File: src/hw/rtl/assert_macros.svh
// ----------------------------------------------------------------------------
// assert_macros.svh
// Concurrent assertion shorthands used by hall_stall_detector.
// ----------------------------------------------------------------------------
`ifndef ASSERT_MACROS_SVH
`define ASSERT_MACROS_SVH

// Checked on every clock edge while reset is released.
`define HSD_ASSERT(lbl, prop, msg) \
  lbl: assert property (@(posedge clk) disable iff (!rst_n) (prop)) else $error(msg);

// Checked on every clock edge, reset included.
`define HSD_ASSERT_ALWAYS(lbl, prop, msg) \
  lbl: assert property (@(posedge clk) (prop)) else $error(msg);

`endif

File: src/hw/rtl/hsd_pkg.sv
// ----------------------------------------------------------------------------
// hsd_pkg
// Types and constants of the hall stall detector.
// ----------------------------------------------------------------------------
package hsd_pkg;

  localparam int LEVEL_W     = 16;
  localparam int POS_W       = 24;
  localparam int STEPS_W     = 23;
  localparam int THR_W       = 10;
  localparam int CNT_W       = 4;
  localparam int CFG_IDX_W   = 3;
  localparam int CFG_DATA_W  = 23;
  localparam int IN_DATA_W   = 40;
  localparam int OUT_DATA_W  = 40;

  localparam logic [THR_W-1:0]   THR_RST       = 10'd8;
  localparam logic [CNT_W-1:0]   NEED_RST      = 4'd5;
  localparam logic [STEPS_W-1:0] TRAVEL_RST    = 23'd0;
  localparam logic [LEVEL_W-1:0] RANGE_RST     = 16'd150;
  localparam logic [STEPS_W-1:0] STROKE_RST    = 23'd0;
  localparam logic [CNT_W-1:0]   CNT_MAX       = 4'hF;
  localparam logic [LEVEL_W-1:0] LOW_SEEN_RST  = 16'hFFFF;

  typedef enum logic [CFG_IDX_W-1:0] {
    REG_STALL_THRESHOLD  = 3'd0,
    REG_STILL_TARGET     = 3'd1,
    REG_MIN_TRAVEL_STEPS = 3'd2,
    REG_SPAN_MIN         = 3'd3,
    REG_FULL_STROKE      = 3'd4
  } reg_idx_t;

  typedef struct packed {
    logic [THR_W-1:0]   stall_threshold;
    logic [CNT_W-1:0]   still_target;
    logic [STEPS_W-1:0] min_travel_steps;
    logic [LEVEL_W-1:0] span_min;
    logic [STEPS_W-1:0] full_stroke;
  } cfg_t;

  typedef struct packed {
    logic               checking;
    logic [LEVEL_W-1:0] change;
    logic [LEVEL_W-1:0] range_seen;
    logic               forced;
    logic               stall_res;
  } result_t;

  typedef struct packed {
    logic             stalled;
    logic [CNT_W-1:0] still_count;
  } status_t;

endpackage

File: src/hw/rtl/hsd_cfg_regs.sv
// ----------------------------------------------------------------------------
// hsd_cfg_regs
// Configuration register bank, write-only, masked to each register width.
// ----------------------------------------------------------------------------
module hsd_cfg_regs (
  input  logic                             clk,
  input  logic                             rst_n,
  input  logic                             cfg_we,
  input  logic [hsd_pkg::CFG_IDX_W-1:0]    cfg_index,
  input  logic [hsd_pkg::CFG_DATA_W-1:0]   cfg_data,
  output hsd_pkg::cfg_t                    cfg
);

  hsd_pkg::cfg_t cfg_r;
  hsd_pkg::cfg_t cfg_nxt;

  always_comb begin
    cfg_nxt = cfg_r;
    if (cfg_we) begin
      unique case (hsd_pkg::reg_idx_t'(cfg_index))
        hsd_pkg::REG_STALL_THRESHOLD:
          cfg_nxt.stall_threshold = cfg_data[hsd_pkg::THR_W-1:0];
        hsd_pkg::REG_STILL_TARGET:
          cfg_nxt.still_target = cfg_data[hsd_pkg::CNT_W-1:0];
        hsd_pkg::REG_MIN_TRAVEL_STEPS:
          cfg_nxt.min_travel_steps = cfg_data[hsd_pkg::STEPS_W-1:0];
        hsd_pkg::REG_SPAN_MIN:
          cfg_nxt.span_min = cfg_data[hsd_pkg::LEVEL_W-1:0];
        hsd_pkg::REG_FULL_STROKE:
          cfg_nxt.full_stroke = cfg_data[hsd_pkg::STEPS_W-1:0];
        default: ;
      endcase
    end
  end

  always_ff @(posedge clk) begin
    if (!rst_n) begin
      cfg_r.stall_threshold  <= hsd_pkg::THR_RST;
      cfg_r.still_target     <= hsd_pkg::NEED_RST;
      cfg_r.min_travel_steps <= hsd_pkg::TRAVEL_RST;
      cfg_r.span_min         <= hsd_pkg::RANGE_RST;
      cfg_r.full_stroke      <= hsd_pkg::STROKE_RST;
    end else begin
      cfg_r <= cfg_nxt;
    end
  end

  assign cfg = cfg_r;

endmodule

File: src/hw/rtl/hsd_core.sv
// ----------------------------------------------------------------------------
// hsd_core
// Run state (range, previous level, still counter, stall latch) and the
// per-sample decision logic.
// ----------------------------------------------------------------------------
module hsd_core (
  input  logic                           clk,
  input  logic                           rst_n,
  input  logic                           adv,
  input  logic                           start_req,
  input  logic [hsd_pkg::LEVEL_W-1:0]    level,
  input  logic [hsd_pkg::POS_W-1:0]      position,
  input  hsd_pkg::cfg_t                  cfg,
  output hsd_pkg::result_t               res,
  output hsd_pkg::status_t               status
);

  logic [hsd_pkg::LEVEL_W-1:0] prev_level_r, prev_level_nxt;
  logic [hsd_pkg::LEVEL_W-1:0] low_seen_r, low_seen_nxt;
  logic [hsd_pkg::LEVEL_W-1:0] high_seen_r, high_seen_nxt;
  logic [hsd_pkg::CNT_W-1:0]   still_count_r, still_count_nxt;
  logic                        stalled_r, stalled_nxt;

  logic [hsd_pkg::POS_W-1:0]   traveled;
  logic [hsd_pkg::LEVEL_W-1:0] chg;
  logic [hsd_pkg::LEVEL_W-1:0] low_upd;
  logic [hsd_pkg::LEVEL_W-1:0] high_upd;
  logic [hsd_pkg::LEVEL_W-1:0] rng;
  logic [hsd_pkg::CNT_W-1:0]   cnt_inc;
  logic                        active;
  logic                        flat;
  logic                        check;

  always_comb begin
    traveled = position[hsd_pkg::POS_W-1] ? (~position + 1'b1) : position;
    chg      = (level >= prev_level_r) ? (level - prev_level_r) : (prev_level_r - level);
    low_upd  = (level < low_seen_r)  ? level : low_seen_r;
    high_upd = (level > high_seen_r) ? level : high_seen_r;
    rng      = (high_upd >= low_upd) ? (high_upd - low_upd) : '0;
    active   = rng >= cfg.span_min;
    flat     = !active && (traveled >= {1'b0, cfg.full_stroke});
    check    = (traveled >= {1'b0, cfg.min_travel_steps}) && (active || flat);
    cnt_inc  = (still_count_r == hsd_pkg::CNT_MAX) ? still_count_r
                                                   : still_count_r + 1'b1;

    prev_level_nxt  = level;
    low_seen_nxt    = low_upd;
    high_seen_nxt   = high_upd;
    still_count_nxt = still_count_r;
    stalled_nxt     = stalled_r;

    if (start_req) begin
      low_seen_nxt    = hsd_pkg::LOW_SEEN_RST;
      high_seen_nxt   = '0;
      still_count_nxt = '0;
      stalled_nxt     = 1'b0;
    end else if (check && !stalled_r) begin
      if (chg < {{(hsd_pkg::LEVEL_W-hsd_pkg::THR_W){1'b0}}, cfg.stall_threshold}) begin
        still_count_nxt = cnt_inc;
        if (cnt_inc >= cfg.still_target) begin
          stalled_nxt = 1'b1;
        end
      end else begin
        still_count_nxt = '0;
      end
    end

    if (start_req) begin
      res = '0;
    end else begin
      res.stall_res  = stalled_nxt;
      res.forced     = check && flat;
      res.range_seen = rng;
      res.change     = chg;
      res.checking   = check;
    end
  end

  always_ff @(posedge clk) begin
    if (!rst_n) begin
      prev_level_r  <= '0;
      low_seen_r    <= hsd_pkg::LOW_SEEN_RST;
      high_seen_r   <= '0;
      still_count_r <= '0;
      stalled_r     <= 1'b0;
    end else if (adv) begin
      prev_level_r  <= prev_level_nxt;
      low_seen_r    <= low_seen_nxt;
      high_seen_r   <= high_seen_nxt;
      still_count_r <= still_count_nxt;
      stalled_r     <= stalled_nxt;
    end
  end

  assign status.stalled     = stalled_r;
  assign status.still_count = still_count_r;

endmodule

File: src/hw/rtl/hall_stall_detector.sv
// ----------------------------------------------------------------------------
// hall_stall_detector
// End-stop stall detection from filtered hall samples and step position.
// ----------------------------------------------------------------------------
// One sample is taken per clock cycle when both sides keep moving. A sample
// passes through the input register, then the result register, and waits
// in the input register while the result register holds an untaken result.
// The run state updates as a sample leaves the input register, so the next
// sample sees it without a bubble. Send a sample with in_tuser set to begin
// a run; its result is all zeros. Write configuration only while no samples
// are in flight.
`include "assert_macros.svh"

module hall_stall_detector (
  input  logic                                 clk,
  input  logic                                 rst_n,
  input  logic                                 in_tvalid,
  output logic                                 in_tready,
  input  logic [hsd_pkg::IN_DATA_W-1:0]        in_tdata,  // level[15:0], position[39:16]
  input  logic                                 in_tuser,  // start_req
  output logic                                 out_tvalid,
  input  logic                                 out_tready,
  // stall_res[0], forced[1], range_seen[17:2], change[33:18], checking[34], zero pad
  output logic [hsd_pkg::OUT_DATA_W-1:0]       out_tdata,
  input  logic                                 cfg_we,
  input  logic [hsd_pkg::CFG_IDX_W-1:0]        cfg_index,
  input  logic [hsd_pkg::CFG_DATA_W-1:0]       cfg_data
);

  localparam int RES_W = $bits(hsd_pkg::result_t);

  hsd_pkg::cfg_t    cfg;
  hsd_pkg::result_t res;
  hsd_pkg::status_t status;

  logic                            in_vld_r;
  logic                            in_start_r;
  logic [hsd_pkg::LEVEL_W-1:0]     in_level_r;
  logic [hsd_pkg::POS_W-1:0]       in_pos_r;
  logic                            out_vld_r;
  logic [hsd_pkg::OUT_DATA_W-1:0]  out_data_r;
  logic                            adv;
  logic                            in_xfer;

  assign adv       = in_vld_r && (!out_vld_r || out_tready);
  assign in_tready = !in_vld_r || adv;
  assign in_xfer   = in_tvalid && in_tready;

  hsd_cfg_regs u_cfg (
    .clk       (clk),
    .rst_n     (rst_n),
    .cfg_we    (cfg_we),
    .cfg_index (cfg_index),
    .cfg_data  (cfg_data),
    .cfg       (cfg)
  );

  hsd_core u_core (
    .clk       (clk),
    .rst_n     (rst_n),
    .adv       (adv),
    .start_req (in_start_r),
    .level     (in_level_r),
    .position  (in_pos_r),
    .cfg       (cfg),
    .res       (res),
    .status    (status)
  );

  always_ff @(posedge clk) begin
    if (!rst_n) begin
      in_vld_r <= 1'b0;
    end else if (in_tready) begin
      in_vld_r <= in_tvalid;
    end
  end

  always_ff @(posedge clk) begin
    if (in_xfer) begin
      in_start_r <= in_tuser;
      in_level_r <= in_tdata[hsd_pkg::LEVEL_W-1:0];
      in_pos_r   <= in_tdata[hsd_pkg::LEVEL_W +: hsd_pkg::POS_W];
    end
  end

  always_ff @(posedge clk) begin
    if (!rst_n) begin
      out_vld_r <= 1'b0;
    end else if (adv) begin
      out_vld_r <= 1'b1;
    end else if (out_tready) begin
      out_vld_r <= 1'b0;
    end
  end

  always_ff @(posedge clk) begin
    if (adv) begin
      out_data_r <= {{(hsd_pkg::OUT_DATA_W-RES_W){1'b0}}, res};
    end
  end

  assign out_tvalid = out_vld_r;
  assign out_tdata  = out_data_r;

  `HSD_ASSERT_ALWAYS(a_rst_empty, !rst_n |=> !out_tvalid, "result valid right after reset")
  `HSD_ASSERT(a_start_zero, adv && in_start_r |=> out_tdata == '0, "start result not all zero")
  `HSD_ASSERT(a_forced_check, out_tvalid && out_tdata[1] |-> out_tdata[34], "forced without checking")
  `HSD_ASSERT(a_stall_latch, status.stalled && !(adv && in_start_r) |=> status.stalled, "stall latch dropped without start")

endmodule
File: config.mk
export PLATFORM = sky130hd
export DESIGN_NAME = hall_stall_detector
export DESIGN_NICKNAME = d
export VERILOG_FILES = /design/src/hw/rtl/hsd_pkg.sv /design/src/hw/rtl/hsd_cfg_regs.sv /design/src/hw/rtl/hsd_core.sv /design/src/hw/rtl/hall_stall_detector.sv
export VERILOG_INCLUDE_DIRS = /design/src /design/src/hw/rtl
export SDC_FILE = /design/constraint.sdc
export NUM_CORES = 1
export LEC_CHECK = 0
export ABC_AREA = 1
export BUFFER_PORTS_ARGS = -buffer_cell sky130_fd_sc_hd__buf_2
export CAP_MARGIN = 20
export CORE_ASPECT_RATIO = 1.25
export CORE_MARGIN = 10
export CORE_UTILIZATION = 51
export CTS_BUF_LIST = sky130_fd_sc_hd__clkbuf_4 sky130_fd_sc_hd__clkbuf_8
export DETAILED_ROUTE_END_ITERATION = 10
export PLACE_DENSITY = 0.7
export SYNTH_ARGS = -nofsm -noshare
export SYNTH_HDL_FRONTEND = slang
export SYNTH_SLANG_ARGS = --single-unit
File: constraint.sdc
create_clock -name clk -period 11.78 [get_ports clk]
set_input_delay 0.589 -clock clk [delete_from_list [all_inputs] [get_ports clk]]
set_output_delay 0.589 -clock clk [all_outputs]
set_load 0.005 [all_outputs]
==> Word-level counts from Yosys, hierarchy flattened <==
Index checks and enable logic that the tools add are counted.
{ "word_totals": {"register_bits": 207, "inputBits": 72, "out_inout_bits": 42, "wordCells": 75} }
{ "op_classes": {"add_sub_neg": 5, "magnitude_cmp": 9, "n_eq_ne": 5, "muxes": 17, "bitwise": 1, "reduce_logical": 22} }
{ "op_table": {"columns": ["op", "n"], "rows": [
  ["$mux 16", 6],
  ["$ge 16x16->1", 3],
  ["$ge 24x23->1", 2],
  ["$sub 16x16->16", 3],
  ["$add 24x1->24 const B", 1],
  ["$mux 24", 1],
  ["$not 24->24", 1],
  ["$gt 16x16->1", 1],
  ["$lt 16x10->1", 1],
  ["$lt 16x16->1", 1],
  ["$mux 4", 4],
  ["$reduce_and 2->1", 6],
  ["$eq 3x2->1 const B", 2],
  ["$logic_and 1x1->1", 6],
  ["$mux 1", 6],
  ["$add 4x1->4 const B", 1],
  ["$eq 4x4->1 const B", 1],
  ["$ge 4x4->1", 1],
  ["$logic_not 1->1", 4],
  ["$reduce_bool 2->1", 2],
  ["$eq 3x1->1 const B", 1],
  ["$eq 3x3->1 const B", 1],
  ["$logic_not 3->1", 1],
  ["$logic_or 1x1->1", 3]
]} }

==> Longest topological paths before layout <==
Gate-level depths: netlist of the first run.
{ "logic_depth": {"depth_word": 12, "mapped_depth": 41, "ltp_nobuf": 40} }

==> Hierarchy <==
A second synthesis of the first run with hierarchy kept.
{ "unflattened": {"hier_cells": 2029, "area_unflattened_um2": 14312.5} }
{ "modules_own_cells": {"columns": ["module", "instances", "cells_per_inst", "area_per_inst_um2", "seq_area_each_um2"], "rows": [
  ["hsd_core", 1, 1488, 8839.7, 1061.0],
  ["hsd_cfg_regs", 1, 446, 3054.2, 1521.5],
  ["hall_stall_detector", 1, 95, 2418.6, 2322.2]
]} }

==> Least setup slack after synthesis of the first run <==
OpenSTA, ideal clock, no wires.
{ "synth_timing": {"path_type": "flip-flop to flip-flop", "startpoint": "register in_level_r[1] (netlist bit)", "endpoint": "register out_data_r (netlist bit out_tdata[0]), data pin", "setup_time_ns": 0.259, "t_arrival_ns": 4.475, "required_time_ns": 11.521, "slack_ns": 7.046, "stages_incl_launch_ff": 33, "n_path_buf": 2, "period_less_slack_ns": 4.734, "path_cell_list": "edfxtp_1 ha_1 a21oi_1 o21ai_0 nand2_1 o211ai_1 a21o_1 buf_2 nand2_1 buf_2 nand2_1 and2_1 ha_1 a21oi_1 o21ai_0 a21oi_1 o21ai_0 a21oi_1 o21bai_1 or2_2 nand3_1 inv_1 ha_1 a21oi_1 o21ai_0 a21oi_1 nand2_1 nor2_1 nand3_1 nand2_1 nor2_1 nand2_2 a21oi_1"} }
{ "synth_between": {"elab_chain_cells": 12, "word_cells_on_any_way": 21, "cone_classes": "add/sub (3); order compare (6); mux (7); reduce/logical (5)"} }
{ "synth_lines": {"columns": ["element", "line", "text"], "rows": [
  ["start: declaration", "hall_stall_detector.sv:38", "logic [hsd_pkg::LEVEL_W-1:0] in_level_r;"],
  ["start signal: assignment", "hall_stall_detector.sv:81", "in_level_r <= in_tdata[hsd_pkg::LEVEL_W-1:0];"],
  ["$gt 16x16->1 / $lt 16x16->1 (equally long branches)", "hsd_core.sv:38, hsd_core.sv:37", null],
  ["$mux 16 (on tied branches)", "hsd_core.sv:38, hsd_core.sv:37", null],
  ["$sub 16x16->16 / $ge 16x16->1 (equally long branches)", "hsd_core.sv:39", "rng = (high_upd >= low_upd) ? (high_upd - low_upd) : '0;"],
  ["$mux 16 *", "hsd_core.sv:39", null],
  ["via u_core.rng, one bit", "hsd_core.sv:28", "logic [hsd_pkg::LEVEL_W-1:0] rng;"],
  ["$ge 16x16->1 *", "hsd_core.sv:40", "active = rng >= cfg.span_min;"],
  ["$logic_not 1->1", "hsd_core.sv:41", "flat = !active && (traveled >= {1'b0, cfg.full_stroke});"],
  ["$logic_and 1x1->1", "hsd_core.sv:41", null],
  ["$logic_or 1x1->1 *", "hsd_core.sv:42", "check = (traveled >= {1'b0, cfg.min_travel_steps}) && (active || flat);"],
  ["$logic_and 1x1->1 *", "hsd_core.sv:42", null],
  ["$logic_and 1x1->1 *", "hsd_core.sv:57", "end else if (check && !stalled_r) begin"],
  ["$mux 1 *", "hsd_core.sv:57", null],
  ["$mux 1 *", "hsd_core.sv:52", "if (start_req) begin"],
  ["end signal: assignment", "hall_stall_detector.sv:98", "out_data_r <= {{(hsd_pkg::OUT_DATA_W-RES_W){1'b0}}, res};"],
  ["end: declaration", "hall_stall_detector.sv:41", "logic [hsd_pkg::OUT_DATA_W-1:0] out_data_r;"]
]} }
Mark *: on every way through the listed nets, which the timed path passes. The rest lies on a longest branch.
A chain may end at the register's enable or synchronous reset.

==> Worst setup path after layout of the first run <==
{ "layout_timing": {"startpoint": "register in_level_r[3] (netlist bit)", "endpoint": "register u_core.still_count_r[1] (netlist bit)"} }
{ "layout_between": {"elab_chain_cells": 12, "word_cells_on_any_way": 23, "cone_classes": "add/sub (3); order compare (6); mux (7); reduce/logical (7)"} }
{ "layout_lines": {"columns": ["element", "line", "text"], "rows": [
  ["$gt 16x16->1 / $lt 16x16->1 (equally long branches)", "hsd_core.sv:38, hsd_core.sv:37", null],
  ["$mux 16 (on tied branches)", "hsd_core.sv:38, hsd_core.sv:37", null],
  ["$sub 16x16->16 / $ge 16x16->1 (equally long branches)", "hsd_core.sv:39", null],
  ["$mux 16 *", "hsd_core.sv:39", null],
  ["via u_core.rng, one bit", "hsd_core.sv:28", null],
  ["$ge 16x16->1 *", "hsd_core.sv:40", null],
  ["$logic_not 1->1", "hsd_core.sv:41", null],
  ["$logic_and 1x1->1", "hsd_core.sv:41", null],
  ["$logic_or 1x1->1 *", "hsd_core.sv:42", null],
  ["$logic_and 1x1->1 *", "hsd_core.sv:42", null],
  ["$logic_and 1x1->1 *", "hsd_core.sv:57", null],
  ["$reduce_bool 2->1 (no line) *", null, null],
  ["$reduce_and 2->1 (no line) *", null, null],
  ["end signal: assignment", "hsd_core.sv:90", "still_count_r <= still_count_nxt;"],
  ["end: declaration", "hsd_core.sv:21", "logic [hsd_pkg::CNT_W-1:0] still_count_r, still_count_nxt;"]
]} }
Mark *: on every way through the listed nets, which the timed path passes. The rest lies on a longest branch. The select of a mux whose other input is x is not followed.

==> results of run 1 <==
## worst register-to-register path, delay by kind of cell, from the launching register on
family	cells	cell delay (ps)
AO/OA/AOI/OAI	5	840
adder cells (fa/ha/maj)	3	930
buffers and inverters	3	290
flip-flops	1	520
AND/OR/NAND/NOR	27	3650
## kinds of logic (layout without fill, tap and decap cells)
family | count (synthesis) | after routing | synth area share, %
AOI/OAI and AO/OA | 365 | 365 | 14.0
DFF | 207 | 207 | 35.7
buffers and inverters | 362 | 494 | 10.3
other | 1 | 5 | 0.0273
adders and majority gates | 158 | 158 | 14.5
xor gates and xnor gates | 40 | 40 | 2.55
and+or+nand+nor | 722 | 722 | 22.9
muxes | 1 | 1 | 0.0728
## Yosys cell counts, types with 2 or more instances
cell type,number,area [um^2]
nand4_1,14,87.6
nand3b_1,5,37.5
a21oi_2,2,17.5
nand2_1,402,1510
o31ai_1,2,15.0
nor2_4,2,22.5
ha_1,155,1940
and2_1,29,181
nor2_2,5,31.3
nand2_2,10,62.6
o211ai_1,4,30.0
o21bai_1,5,37.5
buf_2,4,20.0
nor3_1,18,90.1
edfxtp_1,76,2280
or2_2,8,50.1
a21boi_0,3,22.5
nand3_1,109,546
a21oi_1,211,1060
o21ai_0,121,606
nand3_2,3,30.0
inv_2,6,22.5
inv_1,296,1110
clkinv_1,4,15.0
xor2_1,32,280
clkbuf_1,41,154
o21a_1,2,15.0
nor2_1,109,409
a21o_1,7,52.6
xnor2_1,8,70.1
buf_4,10,75.1
dfxtp_1,131,2620
a31oi_1,2,12.5
nor4_1,2,12.5
fa_1,3,60.1
## sequential cells by signal (all words and copies together) (netlist names)
register              count
in_level_r               16
u_core.high_seen_r       16
u_core.low_seen_r        16
out_tvalid                1
u_core.prev_level_r      16
u_core.still_count_r      4
in_vld_r                  1
in_start_r                1
in_pos_r                 24
u_core.stalled_r          1
out_tdata                35
u_cfg.cfg                76
## metal layers
metal	track usage [%]	wire length, um	up-vias
li1	-	-	6243
met1	23.4	15000	5582
met2	37.5	18300	318
met3	3.14	1660	91
met4	9.05	1410	0
met5	0	0	-
## path summary, 6_finish.rpt
| path | to | start | slack [ps] |
|---|---|---|---|
| setup / recovery | u_core.still_count_r[1]$_SDFFE_PN0P_ | in_level_r[3]$_DFFE_PP_ | 5430 |
| hold / removal | in_pos_r[14]$_DFFE_PP_ | in_tdata[30] | 200 |
| setup reg to reg | u_core.still_count_r[1]$_SDFFE_PN0P_ | in_level_r[3]$_DFFE_PP_ | 5430 |
| hold reg to reg | u_cfg.cfg[40]$_SDFFE_PN0P_ | u_cfg.cfg[40]$_SDFFE_PN0P_ | 460 |
## power groups by stage
stage	logic [W]	registers (W)	clock network [W]
global route	0.000726	0.000818	0.000867
global placement	0.000617	0.000829	0
CTS	0.000631	0.000814	0.000834
floorplan	0.000467	0.000824	0
finish	0.000632	0.000814	0.000822
detailed placement	0.000628	0.000829	0
## layout make-up
cell class                 instances  area (um^2)  area share, %
inverter                         306         1150           7.42
timing repair buffer             118          648           4.19
tap                              345          432           2.79
sequential                       207         4900           31.7
clock inverter                    15          210           1.36
clock buffer                      55          694           4.48
multi-input combinational       1291         7450           48.1
## stage by stage
step                std cells  worst slack (ps)  hold WS [ps]  power [W]  util (%)
global placement         2264              5280           446    0.00145      54.5
global route             2337              4680           176    0.00241      58.1
finish                   2337              5430           201    0.00227      58.1
detailed placement       2266              5590           455    0.00146      54.6
CTS                      2336              5550           165    0.00228      58.0
floorplan                1860              7050           433    0.00129         -
==> flow_metrics.tcl, run 1 <==
set metrics [dict create \
    postCtsHoldBufs 0 \
    avgViaCountPerCell 5.23 \
    hpwl_mm 27.9 \
    postRouteAntennaNets 0 \
    die_h_um 204 \
    crit_path_start_kind "flip-flop" \
    drive_gt1_share_pct 11.6 \
    crit_buf_inv 3 \
    post_cts_resized 0 \
    path_clk_slew_ps 60 \
    synth_edf_count 76 \
    clock.fmax_ghz 0.158 \
    holdPathStages 1 \
    fin_area_um2 15500 \
    clock_latency_ps 570 \
    status "completed" \
    final_common_cell "nand2_1" \
    relSlewSlack_pct 41.4 \
    cts_buffers 38 \
    cts_root_buffer "clkbuf_8" \
    power_frac_seq_pct 35.9 \
    area_growth_pct 12.7 \
    post_cts_buffers 0 \
    antenna_found_initial 0 \
    track_usage_pct 20.7 \
    drt_iter0_drc 743 \
    cap_violations 0 \
    grt_setup_unrepaired "false" \
    synthArstFlopShare_pct 0 \
    cpLargestDelayFamily "simple AND/OR/NAND/NOR gates" \
    vias 12200 \
    cts_tree "built" \
    place_area_um2 14600 \
    fin_crit_ps 6350 \
    pwr_density_cell_nw_per_um2 146 \
    fill_cells 2472 \
    die_x_um 167 \
    finalSetupViolations 0 \
    period_share_pct 53.9 \
    p_sw_w 0.000751 \
    grt_remaining_overflow 0 \
    fp.dieArea_um2 34000 \
    cp_num_cells 38 \
    synth_seq_cells 207 \
    p_clk_share_pct 36.2 \
    ys.flop_type "dfxtp_1" \
    wl_mm 36.3 \
    path_class "flip-flop to flip-flop" \
    cp_slowest_stage_delay_ps 710 \
    grt_pass1_vias 11700 \
    hold_viol 0 \
    wire_per_inst_um 15.6 \
    required_ps 12220 \
    syn_inst 1856 \
    start_util_pct 51.6 \
    path_max_fanout 17 \
    yosysSeqAreaShare_pct 35.7 \
    io_buffers 108 \
    syn_area_um2 13700 \
    synth_cell_types 50 \
    tns_ps 0 \
    core_area_um2 26700 \
    grt_pass1_wl_mm 58.4 \
    critPathCaptureType "flip-flop" \
    final_nets 2192 \
    cpMaxStageDelayCell "nand2_1" \
    cts_buffer_depth 3 \
    htree_levels 2 \
    place_congestion 0.936 \
    path_common_cell "nand2_1" \
    rows 67 \
    hp-class "input pin to flip-flop" \
    cts.sinks 207 \
    p_leak_nw 7.44 \
    antenna_cells 0 \
    worstMarginPinSlew_ps 878 \
    internal_power_w 0.00152 \
    ir_drop_mv 0.0817 \
    skew_ps 23.0 \
    netSwitchingFraction_pct 33.1 \
    layout_common_cells "nand2_1, inv_1, a21oi_1" \
    pwr-share-comb_pct 27.8 \
    yosys_warnings 0 \
    io_pins 114 \
    drv_slew 0 \
    grt_max_degree 95 \
    critical_path_arrival_ps 6790 \
    first_pass_iters 5 \
    ff2ff_path_depth 38 \
    syn_area_per_cell_um2 7.40 \
    drc 0 \
]
(Power assumes the default switching activity.)
==> inputs of run 2 (changes only) <==
==> constraint.sdc (replaced) <==
create_clock -name clk -period 6.4 [get_ports clk]
set_input_delay 0.32 -clock clk [delete_from_list [all_inputs] [get_ports clk]]
set_output_delay 0.32 -clock clk [all_outputs]
set_load 0.005 [all_outputs]
==> run 2 against run 1 <==
Effect of this change: clock skew down 0.98 ps; non-clock buffer count up 45; highest routed layer unchanged; critical path depth down 1; die area unchanged; hold slack worse by 130 ps; cell count up 1.8%.
==> flow_metrics.tcl, run 2 (synthesized netlist as in run 1, its figures left out) <==
set metrics [dict create \
    drt_iter0_drc 775 \
    finalSetupViolations 0 \
    drc 0 \
    hold_viol 0 \
    cap_violations 0 \
    core_area_um2 26700 \
    wire_per_inst_um 15.6 \
    met1_length_mm 14.9 \
    drv_slew 0 \
    critPathCaptureType "flip-flop" \
    wl_mm 37.2 \
    period_share_pct 90.6 \
    crit_buf_inv 4 \
    dpl.cell_count 2268 \
    ir_drop_mv 0.168 \
    route.top_layer_used "met4" \
    ff2ff_path_depth 37 \
    cp_slowest_stage_delay_ps 500 \
    dr_wl_met3_mm 1.91 \
    final_nets 2236 \
    die_h_um 204 \
    cpLargestDelayFamily "simple AND/OR/NAND/NOR gates" \
    relSlewSlack_pct 42.7 \
    antenna_found_initial 0 \
    worstMarginPinSlew_ps 860 \
    p_leak_nw 7.56 \
    drive_gt1_share_pct 11.4 \
    place_congestion 0.958 \
    clock.fmax_ghz 0.173 \
    avgViaCountPerCell 5.22 \
    die_x_um 167 \
    first_pass_iters 5 \
    skew_ps 22.0 \
    largest_reg_flops 76 \
    wl_met2_mm 19.0 \
    io_pins 114 \
    cts.sinks 207 \
    track_usage_pct 21.0 \
    clock_latency_ps 550 \
    area_growth_pct 14.8 \
    cts_buffers 37 \
    total_power_w 0.00399 \
    cts_buffer_depth 3 \
    status "completed" \
    antenna_cells 0 \
    layout_common_cells "nand2_1, inv_1, a21oi_1" \
    tns_ps 0 \
    hp-class "input pin to flip-flop" \
    path_common_cell "nand2_1" \
    vias 12400 \
    path_class "flip-flop to flip-flop" \
    holdPathEnd "u_cfg.cfg[17]$_SDFFE_PN0P_" \
    grt_max_degree 95 \
    path_clk_slew_ps 60 \
    startpoint "in_level_r[9]$_DFFE_PP_" \
    required_ps 6840 \
    post_cts_buffers 0 \
    io_buffers 108 \
    critical_path_arrival_ps 6230 \
    cpMaxStageDelayCell "edfxtp_1" \
    hpwl_mm 28.1 \
    final_common_cell "nand2_1" \
    htree_levels 2 \
    fin_crit_ps 5800 \
    worst-r2r-setup-slack_ps 600 \
    crit_path_start_kind "flip-flop" \
    fp.dieArea_um2 34000 \
    r2r-start "in_level_r[9]$_DFFE_PP_" \
    path_max_fanout 17 \
    pwr_density_cell_nw_per_um2 253 \
    cts_tree "built" \
    cts_root_buffer "clkbuf_8" \
    hold_path_startpoint "cfg_data[17]" \
    final_util_pct 59.2 \
    start_util_pct 51.6 \
    postRouteAntennaNets 0 \
    grt_remaining_overflow 0 \
    grt_pass1_vias 12100 \
    final_cells 2379 \
    grt_setup_unrepaired "false" \
    holdPathStages 3 \
    rows 67 \
    timing.rr.end "u_core.still_count_r[3]$_SDFFE_PN0P_" \
    grt_pass1_wl_mm 59.6 \
]
-- run 2: worst max-delay path by stage --
stage,endpoint,cells after the start
2_1_floorplan,out_tdata[0]$_SDFFCE_PP0P_,32
4_1_cts,u_core.still_count_r[3]$_SDFFE_PN0P_,36
5_1_grt,u_core.still_count_r[0]$_SDFFE_PN0P_,37
6_report,u_core.still_count_r[3]$_SDFFE_PN0P_,37
3_3_place_gp,u_core.still_count_r[2]$_SDFFE_PN0P_,36
3_5_place_dp,u_core.still_count_r[2]$_SDFFE_PN0P_,36
-- run 2: worst min-delay path, delay by kind of cell --
family / cells / cell delay, ps
buf+inv: 1 / 80
compound gates: 2 / 170
-- run 2: timing repair --
item / in CTS / in global routing
hold buffers: 41 / 0
setup endpoints to repair: 0 / 7
endpoints found under the hold margin: 41 / 0
gates resized for setup: 0 / 2
-- run 2: cell type report --
class	instances	area [um^2]
clock buffers	58	717
fillers	2488	10900
well taps	345	432
inverters	306	1150
flip-flops and latches	207	4900
clock inverters	9	45.0
repair buffers	163	1080
multi-input cells	1291	7450
-- run 2: per-layer routing --
metal	vias to the layer above	global-route usage (%)
met3	85	3.66
met1	5663	23.4
met4	0	8.39
met2	328	38.6
met5	-	0
li1	6350	-
-- run 2: power by group --
| part | switching [W] | leakage, nW | internal, W |
|---|---|---|---|
| Sequential | 0.0000429 | 1.80 | 0.00146 |
| Clock | 0.000582 | 0.402 | 0.000712 |
| Combinational | 0.000750 | 5.36 | 0.000448 |
-- run 2: metrics by stage --
stage                     worst slack (ps)  area [um^2]  hold slack (ps)
after floorplan                       1670        13800              419
after global placement                 746        14600              445
after detailed placement               525        14600              454
after CTS                              490        15700             42.3
after global routing                  38.7        15800             71.3
final                                  604        15800             69.3
